==> src/cdq_pkg.sv <==
// ----------------------------------------------------------------------------
// cdq_pkg
// Shared types and constants for the circular double-ended queue.
// ----------------------------------------------------------------------------
`default_nettype none

package cdq_pkg;

  localparam int CMD_W     = 2;
  localparam int DATA_W    = 32;
  localparam int CAP_W     = 11;
  localparam int CAP_RESET = 1024;

  typedef logic signed [DATA_W-1:0] data_t;

  typedef enum logic [CMD_W-1:0] {
    CMD_PUSH_FRONT = 2'd0,
    CMD_PUSH_BACK  = 2'd1,
    CMD_POP_FRONT  = 2'd2,
    CMD_POP_BACK   = 2'd3
  } cmd_t;

  // Per-transaction status carried alongside the store read
  typedef struct packed {
    logic  ok;
    logic  empty;
    logic  full;
    logic  fwd_front;
    logic  fwd_back;
    data_t wdata;
  } meta_t;

endpackage

`default_nettype wire

==> src/cdq_ctrl.sv <==
// ----------------------------------------------------------------------------
// cdq_ctrl
// Pointer, count and capacity control; issues store writes and reads.
// ----------------------------------------------------------------------------
`default_nettype none

module cdq_ctrl
  import cdq_pkg::*;
#(
  parameter int DEPTH = 1024,
  parameter int AW    = $clog2(DEPTH),
  parameter int CW    = $clog2(DEPTH + 1)
) (
  input  wire logic             clk,
  input  wire logic             rst,
  input  wire logic             cfg_we,
  input  wire logic [CAP_W-1:0] cfg_data,
  input  wire logic             acc,
  input  wire logic [CMD_W-1:0] cmd,
  input  wire data_t            push_value,
  output logic                  wr_en,
  output logic [AW-1:0]         wr_addr,
  output data_t                 wr_data,
  output logic [AW-1:0]         rd_addr_front,
  output logic [AW-1:0]         rd_addr_back,
  output meta_t                 meta
);

  localparam int WW      = (CW > CAP_W) ? CW : CAP_W;
  localparam int CAP_RST = (DEPTH < CAP_RESET) ? DEPTH : CAP_RESET;

  logic [AW-1:0] head, head_next;
  logic [AW-1:0] tail, tail_next;
  logic [CW-1:0] count, count_next;
  logic [CW-1:0] cap;
  logic [WW-1:0] raw_cap;
  logic [WW-1:0] cap_clamped;
  logic          ok;
  cmd_t          op;

  function automatic logic [AW-1:0] step_up(input logic [AW-1:0] i,
                                            input logic [CW-1:0] c);
    logic [CW-1:0] s;
    s = CW'(i) + CW'(1);
    return (s >= c) ? '0 : AW'(s);
  endfunction

  function automatic logic [AW-1:0] step_down(input logic [AW-1:0] i,
                                              input logic [CW-1:0] c);
    return (i == '0) ? AW'(c - CW'(1)) : i - AW'(1);
  endfunction

  always_comb begin
    raw_cap = WW'(cfg_data);
    if (raw_cap == '0) begin
      cap_clamped = WW'(1);
    end else if (raw_cap > WW'(DEPTH)) begin
      cap_clamped = WW'(DEPTH);
    end else begin
      cap_clamped = raw_cap;
    end
  end

  always_comb begin
    op         = cmd_t'(cmd);
    head_next  = head;
    tail_next  = tail;
    count_next = count;
    ok         = 1'b0;
    wr_en      = 1'b0;
    wr_addr    = tail;
    unique case (op)
      CMD_PUSH_FRONT: begin
        if (count < cap) begin
          head_next  = step_down(head, cap);
          wr_en      = acc;
          wr_addr    = head_next;
          count_next = count + CW'(1);
          ok         = 1'b1;
        end
      end
      CMD_PUSH_BACK: begin
        if (count < cap) begin
          wr_en      = acc;
          wr_addr    = tail;
          tail_next  = step_up(tail, cap);
          count_next = count + CW'(1);
          ok         = 1'b1;
        end
      end
      CMD_POP_FRONT: begin
        if (count != '0) begin
          head_next  = step_up(head, cap);
          count_next = count - CW'(1);
          ok         = 1'b1;
        end
      end
      CMD_POP_BACK: begin
        if (count != '0) begin
          tail_next  = step_down(tail, cap);
          count_next = count - CW'(1);
          ok         = 1'b1;
        end
      end
      default: ;
    endcase
  end

  assign wr_data       = push_value;
  assign rd_addr_front = head_next;
  assign rd_addr_back  = step_down(tail_next, cap);

  always_ff @(posedge clk) begin
    if (rst) begin
      head  <= '0;
      tail  <= '0;
      count <= '0;
      cap   <= CW'(CAP_RST);
    end else if (cfg_we) begin
      head  <= '0;
      tail  <= '0;
      count <= '0;
      cap   <= CW'(cap_clamped);
    end else if (acc) begin
      head  <= head_next;
      tail  <= tail_next;
      count <= count_next;
    end
  end

  // Status held with the read data until the result moves on
  always_ff @(posedge clk) begin
    if (acc) begin
      meta.ok        <= ok;
      meta.empty     <= (count_next == '0);
      meta.full      <= (count_next == cap);
      meta.fwd_front <= wr_en && (wr_addr == rd_addr_front);
      meta.fwd_back  <= wr_en && (wr_addr == rd_addr_back);
      meta.wdata     <= push_value;
    end
  end

endmodule

`default_nettype wire

==> config.mk <==
export PLATFORM = sky130hd
export DESIGN_NAME = cdq_ctrl
export DESIGN_NICKNAME = d
export VERILOG_FILES = /design/src/cdq_pkg.sv /design/src/cdq_ctrl.sv
export SDC_FILE = /design/constraint.sdc
export NUM_CORES = 1
export LEC_CHECK = 0
export ABC_CLOCK_PERIOD_IN_PS = 9500
export BUFFER_PORTS_ARGS = -buffer_cell sky130_fd_sc_hd__buf_2
export CAP_MARGIN = 20
export CORE_UTILIZATION = 55
export DETAILED_ROUTE_END_ITERATION = 10
export PLACE_DENSITY_LB_ADDON = 0.12
export SLEW_MARGIN = 20
export SYNTH_ARGS = -nofsm -noshare
export SYNTH_HDL_FRONTEND = slang
export SYNTH_SLANG_ARGS = --single-unit
==> constraint.sdc <==
create_clock -name clk -period 9.5 [get_ports clk]
set_clock_uncertainty 0.15 [all_clocks]
set_input_delay 1.9 -clock clk [delete_from_list [all_inputs] [get_ports clk]]
set_output_delay 1.9 -clock clk [all_outputs]
set_load 0.05 [all_outputs]
==> impl_metrics.tcl, run 1 <==
set metrics [dict create \
    crit_path_end_kind "output port" \
    final.min_clock_period_ns 7.585 \
    total_number_of_vias 6639 \
    design.core.area_um2 11660 \
    global_route.overflow_total 0 \
    worst_slew_pin_slew_ns 0.9991 \
    power.static_leakage_nw 3.254 \
    hold_buffers 0 \
    die_span_x_um 112.4 \
    vias_in_the_first_global_route 6111 \
    synth_cell_types 77 \
    synth_cells 811 \
    numCtsBuffers 9 \
    maximum_buffer_depth_of_the_clock_tree 2 \
    design.final.nets 987 \
    powerDensity_nw_per_um2 180.0 \
    fmax_mhz 131.8 \
    slew_viol_final 0 \
    numClockSinks 79 \
    synth_net_count 901 \
    number_of_antenna_violations_at_the_first_check_in_global_routing 0 \
    cp_data_required_time_ns 7.45 \
    setup_tns_ns 0 \
    area_of_the_mapped_netlist_um2 6708 \
    final_layout_size_suffix_gt1_frac 0.2129 \
    irDropWorstVdd_uv 102.9 \
    crit_path_start_kind "primary input" \
    worstHoldPathType "flip-flop to flip-flop" \
    cts_resized 0 \
    final_cell_mix "sky130_fd_sc_hd__buf_2, sky130_fd_sc_hd__nor2_1, sky130_fd_sc_hd__nand2_1" \
    port-buffer-count 148 \
    gp_congestion 0.9637 \
    overall_fraction_of_global_route_tracks_in_use 0.3283 \
    drc 0 \
    dieArea_um2 12640 \
    max_cap_viol_count 0 \
    setup_viol 0 \
    synth_edf_count 37 \
    via_per_instance_ratio 6.353 \
    path_max_fanout 19 \
    multi_input_comb_area_um2 4185 \
    tritoncts_clock_tree "yes" \
    cp_data_arrival_time_ns 5.53 \
    antenna-diode-count 0 \
    final_wirelength_mm 20.53 \
    final_common_cell "sky130_fd_sc_hd__buf_2" \
    filler_cell_count 1000 \
    cts.root.buffer_cell "sky130_fd_sc_hd__clkbuf_16" \
    share_of_the_clock_period_used_by_the_worst_path_after_layout 0.7984 \
    finalCoreUtilization 0.6428 \
    floorplan.io_pins 149 \
    grt_pass1_wl_mm 32.32 \
    largest_net_degree_at_the_start_of_global_routing 80 \
    syn_to_final_growth_pct 11.77 \
    drtIter0Drc 831 \
    synth.yosys.seq_area_share 0.2910 \
    synth-async-reset-ratio 0 \
    drtAntennaViolNets 0 \
    rows 39 \
    report.final.hold_viol_count 0 \
    unrepaired_setup_endpoints_after_global_routing "false" \
    worstSetupPathType "primary input to output port" \
    max_slew_margin 0.3339 \
    initial_core_util 0.5752 \
    clk_latency_ns 0.35 \
    drt_pass1_iterations 5 \
    run_status "finished clean" \
    register_area_um2 1952 \
    ys_warn_count 0 \
    post-dp-hpwl_mm 15.31 \
    post_cts.repair.setup_buffers 0 \
    avgRoutedWirePerCell_um 19.65 \
    clkSlewWorstSetupHoldPaths_ns 0.06 \
    synth-seq-cells 79 \
    die_height_um 112.4 \
    cts_max_level 3 \
    syn_avg_cell_area_um2 8.271 \
    synth-main-ff-cell "sky130_fd_sc_hd__dfxtp_1" \
]
## flip-flops by register name, indices dropped and copies added, names as in the netlist
name / count
count: 11
cap: 11
tail: 10
head: 10
meta: 37
## through the flow
| stage | hold WS (ns) | std cells | worst slack [ns] | instance area (µm²) | total power, mW |
|---|---|---|---|---|---|
| floorplan | 0.3133 | 811 | 2.467 | 6708 | 0.8884 |
| global placement | 0.3313 | 1029 | 2.219 | 7214 | 1.013 |
| detailed placement | 0.3580 | 1029 | 2.021 | 7214 | 1.019 |
| CTS | 0.3727 | 1045 | 2.010 | 7497 | 1.347 |
| global route | 0.3900 | 1045 | 1.677 | 7497 | 1.411 |
| finish | 0.3717 | 1045 | 1.916 | 7497 | 1.350 |
## synthesized netlist by cell type (16+ instances only)
library cell               count  area (µm²)
sky130_fd_sc_hd__nor2_1       84       315.3
sky130_fd_sc_hd__ha_1         41       513.0
sky130_fd_sc_hd__dfxtp_1      42       840.8
sky130_fd_sc_hd__o21ai_0      37       185.2
sky130_fd_sc_hd__xor2_1       16       140.1
sky130_fd_sc_hd__edfxtp_1     37        1111
sky130_fd_sc_hd__nand2_1      69       259.0
sky130_fd_sc_hd__nand3_1      30       150.1
sky130_fd_sc_hd__a211oi_1     19       142.6
sky130_fd_sc_hd__mux2i_1      25       250.2
sky130_fd_sc_hd__a21oi_1      43       215.2
sky130_fd_sc_hd__xnor2_1      56       490.5
sky130_fd_sc_hd__buf_4        35       262.8
sky130_fd_sc_hd__clkbuf_1     33       123.9
sky130_fd_sc_hd__inv_1        36       135.1
sky130_fd_sc_hd__nor3_1       20       100.1
## cells by family (layout without fill, tap and decap cells)
group           after synthesis  after routing  share of synthesized area
simple gates                286            286                     0.2108
flops                        79             79                     0.2910
fa+ha+maj                    41             41                    0.07648
mux                          27             27                    0.04178
xor+xnor                     75             75                     0.1022
buf+inv                     112            203                    0.08506
compound gates              191            191                     0.1927
## where the power goes
group	switching [mW]	total [mW]	internal, mW	leakage [nW]
Combinational	0.439	0.626	0.187	2.41
Sequential	0.0193	0.396	0.377	0.706
Clock	0.143	0.327	0.185	0.139
Total	0.601	1.35	0.749	3.25
## final timing paths
check,start,end,slack [ns],cells past startpoint
worst min register to register,cap[10],cap[10],0.37,2
worst max register to register,tail[0],meta[32],3.73,19
worst max-delay path,cmd[1],rd_addr_back[1],1.92,13
worst min-delay path,cap[10],cap[10],0.37,2
## cell type report
| class | instances | share of cell area |
|---|---|---|
| Tap cell | 143 | 0.02387 |
| Inverter | 36 | 0.01802 |
| Clock inverter | 6 | 0.005841 |
| Clock buffer | 10 | 0.03188 |
| Timing Repair Buffer | 151 | 0.1018 |
| Multi-Input combinational cell | 620 | 0.5582 |
| Sequential cell | 79 | 0.2603 |
## layer usage
layer	vias to the layer above	track usage	part of all wire
met5	-	0	0
met4	0	0.1529	0.037
met3	55	0.04266	0.083
met2	371	0.5333	0.45
met1	3123	0.4353	0.43
li1	3090	-	-
## critical path, stage by stage
cell and delay, ns:
sky130_fd_sc_hd__buf_2 0.32, sky130_fd_sc_hd__nand2b_1 0.23, sky130_fd_sc_hd__a211o_1 0.13, sky130_fd_sc_hd__a31oi_1 0.05, sky130_fd_sc_hd__nand2_1 0.23, sky130_fd_sc_hd__nor2_1 0.17
sky130_fd_sc_hd__a222oi_1 0.68, sky130_fd_sc_hd__ha_1 0.30, sky130_fd_sc_hd__nand3_1 0.26, sky130_fd_sc_hd__or3_1 0.60, sky130_fd_sc_hd__and2_1 0.25, sky130_fd_sc_hd__a21oi_1 0.12
sky130_fd_sc_hd__buf_2 0.28
Power figures use the tool's default switching activity.
==> inputs of run 2 (changes only) <==
--- a/config.mk
+++ b/config.mk
@@ -5,10 +5,10 @@
 export SDC_FILE = /design/constraint.sdc
 export NUM_CORES = 1
 export LEC_CHECK = 0
-export ABC_CLOCK_PERIOD_IN_PS = 9500
+export ABC_CLOCK_PERIOD_IN_PS = 6400
 export BUFFER_PORTS_ARGS = -buffer_cell sky130_fd_sc_hd__buf_2
 export CAP_MARGIN = 20
-export CORE_UTILIZATION = 55
+export CORE_UTILIZATION = 50
 export DETAILED_ROUTE_END_ITERATION = 10
 export PLACE_DENSITY_LB_ADDON = 0.12
 export SLEW_MARGIN = 20
==> constraint.sdc (replaced) <==
create_clock -name clk -period 6.4 [get_ports clk]
set_clock_uncertainty 0.15 [all_clocks]
set_input_delay 1.28 -clock clk [delete_from_list [all_inputs] [get_ports clk]]
set_output_delay 1.28 -clock clk [all_outputs]
set_load 0.05 [all_outputs]
==> impl_metrics.tcl, run 2 (synthesis gave the netlist of run 1 again) <==
set metrics [dict create \
    switching_share 0.4383 \
    pwr-share-seq 0.273 \
    final.min_clock_period_ns 6.152 \
    total_number_of_vias 6631 \
    internal_power_mw 1.206 \
    design_power_total_mw 2.147 \
    final_layout_size_suffix_gt1_frac 0.2334 \
    pwr-share-clk 0.282 \
    drtIter0Drc 665 \
    die_span_x_um 117.8 \
    crit_path_start_kind "flip-flop" \
    power.net_switching_mw 0.9410 \
    largest_net_degree_at_the_start_of_global_routing 53 \
    worst_slew_pin_slew_ns 0.8966 \
    timing.critical_path.slowest_cell_delay_ns 0.51 \
    initial_core_util 0.5230 \
    floorplan.io_pins 149 \
    cp-startpoint "tail[0]" \
    clkSlewWorstSetupHoldPaths_ns 0.07 \
    dieArea_um2 13880 \
    finalCoreUtilization 0.6043 \
    tritoncts_clock_tree "yes" \
    worstHoldPathType "flip-flop to flip-flop" \
    vias_in_the_first_global_route 6071 \
    powerDensity_nw_per_um2 277.0 \
    fmax_mhz 162.6 \
    drc 0 \
    design.core.area_um2 12820 \
    final_cell_mix "sky130_fd_sc_hd__buf_2, sky130_fd_sc_hd__nor2_1, sky130_fd_sc_hd__nand2_1" \
    clk_latency_ns 0.37 \
    drt_pass1_iterations 5 \
    placedInstanceArea_um2 7388 \
    syn_to_final_growth_pct 15.54 \
    cp_data_arrival_time_ns 4.72 \
    number_of_antenna_violations_at_the_first_check_in_global_routing 0 \
    worstSetupPathType "flip-flop to output port" \
    avgRoutedWirePerCell_um 19.66 \
    irDropWorstVdd_uv 146.1 \
    grt_pass1_wl_mm 33.18 \
    largest_register_ff_count 37 \
    numClockSinks 79 \
    numCtsBuffers 9 \
    antenna-diode-count 0 \
    slew_viol_final 0 \
    cts_max_level 3 \
    gp_congestion 1.033 \
    cp_data_required_time_ns 4.97 \
    final_common_cell "sky130_fd_sc_hd__buf_2" \
    rows 41 \
    top_regs "meta (37), cap (11), count (11)" \
    via_per_instance_ratio 6.067 \
    crit_path_end_kind "output port" \
    design.final.nets 1006 \
    summed_area_of_non_filler_cells_in_the_final_layout_um2 7750 \
    path_cells "inv_1, nor3_2, nand2_1, nor2_1, xor2_1, ha_1, a21o_1, a211o_1, a31oi_1, nand2_2, o211a_1, a31o_2, ha_1, nand3_1, buf_4, nor2_1, nand2_1, o211ai_1, a21oi_1, buf_2" \
    worst_path_max_delay_cell "sky130_fd_sc_hd__dfxtp_1" \
    largest_register "meta" \
    combinationalPowerShare 0.445 \
    drtAntennaViolNets 0 \
    cts.root.buffer_cell "sky130_fd_sc_hd__clkbuf_16" \
    final_wirelength_mm 21.49 \
    global_route.overflow_total 0 \
    port-buffer-count 148 \
    report.final.hold_viol_count 0 \
    max_cap_viol_count 0 \
    overall_fraction_of_global_route_tracks_in_use 0.3066 \
    setup_viol 0 \
    min_from "cap[10]" \
    run_status "finished clean" \
    hold_ws_ns 0.3481 \
    path_max_fanout 9 \
    power.static_leakage_nw 3.372 \
    share_of_the_clock_period_used_by_the_worst_path_after_layout 0.9612 \
    post-dp-hpwl_mm 15.93 \
    r2r_start "tail[0]" \
    maximum_buffer_depth_of_the_clock_tree 2 \
    max_slew_margin 0.3979 \
    die_height_um 117.8 \
]
-- run 2: power by group through the flow --
stage	Clock [mW]	Combinational [mW]	Sequential [mW]
4_1_cts	0.610	0.939	0.584
2_1_floorplan	0	0.670	0.649
3_3_place_gp	0	0.928	0.595
3_5_place_dp	0	0.936	0.595
6_report	0.606	0.956	0.585
5_1_grt	0.627	1.01	0.588
-- run 2: cell type report --
class | count | area (µm²)
Clock inverter | 7 | 108.9
Multi-Input combinational cell | 620 | 4205
Inverter | 36 | 135.1
Tap cell | 172 | 215.2
Timing Repair Buffer | 170 | 908.4
Fill cell | 1142 | 5075
Clock buffer | 9 | 225.2
Sequential cell | 79 | 1952
-- run 2: metal layers --
layer / share of wire / vias up / GRT usage / routed length [µm]
met5: 0 / - / 0 / 0
met4: 0.031 / 0 / 0.1234 / 675
met3: 0.087 / 47 / 0.04797 / 1862
met2: 0.46 / 355 / 0.5011 / 9935
met1: 0.42 / 3107 / 0.4031 / 9011
li1: - / 3122 / - / -
-- run 2: path summary, 6_finish.rpt --
kind / to / slack (ns) / cells past startpoint
max: rd_addr_back[6] / 0.25 / 20
min: cap[10] / 0.35 / 2
min reg2reg: cap[10] / 0.35 / 2
max reg2reg: meta[32] / 1.16 / 19
-- run 2: worst max-delay path, delay by kind of cell, from the launching register on --
kind            cells  cell delay (ns)
fa+ha+maj           2             0.53
buf+inv             3             0.62
compound gates      7             1.45
simple gates        7             0.98
flops               1             0.51
xor+xnor            1             0.27
-- run 2: repair_timing --
item                                    in CTS  in global routing
setup buffers                                0                  1
hold endpoints to repair                     0                  0
endpoints found under the setup margin       0                 10
hold buffers                                 0                  0
gates resized for setup                      0                  5
-- run 2: through the flow --
stage,TNS (ns),std cells,setup WS [ns]
2_1_floorplan,0,811,0.5265
3_3_place_gp,0,1076,0.5820
3_5_place_dp,0,1076,0.4151
4_1_cts,0,1092,0.002951
5_1_grt,-0.01010,1093,-0.01010
6_report,0,1093,0.2482
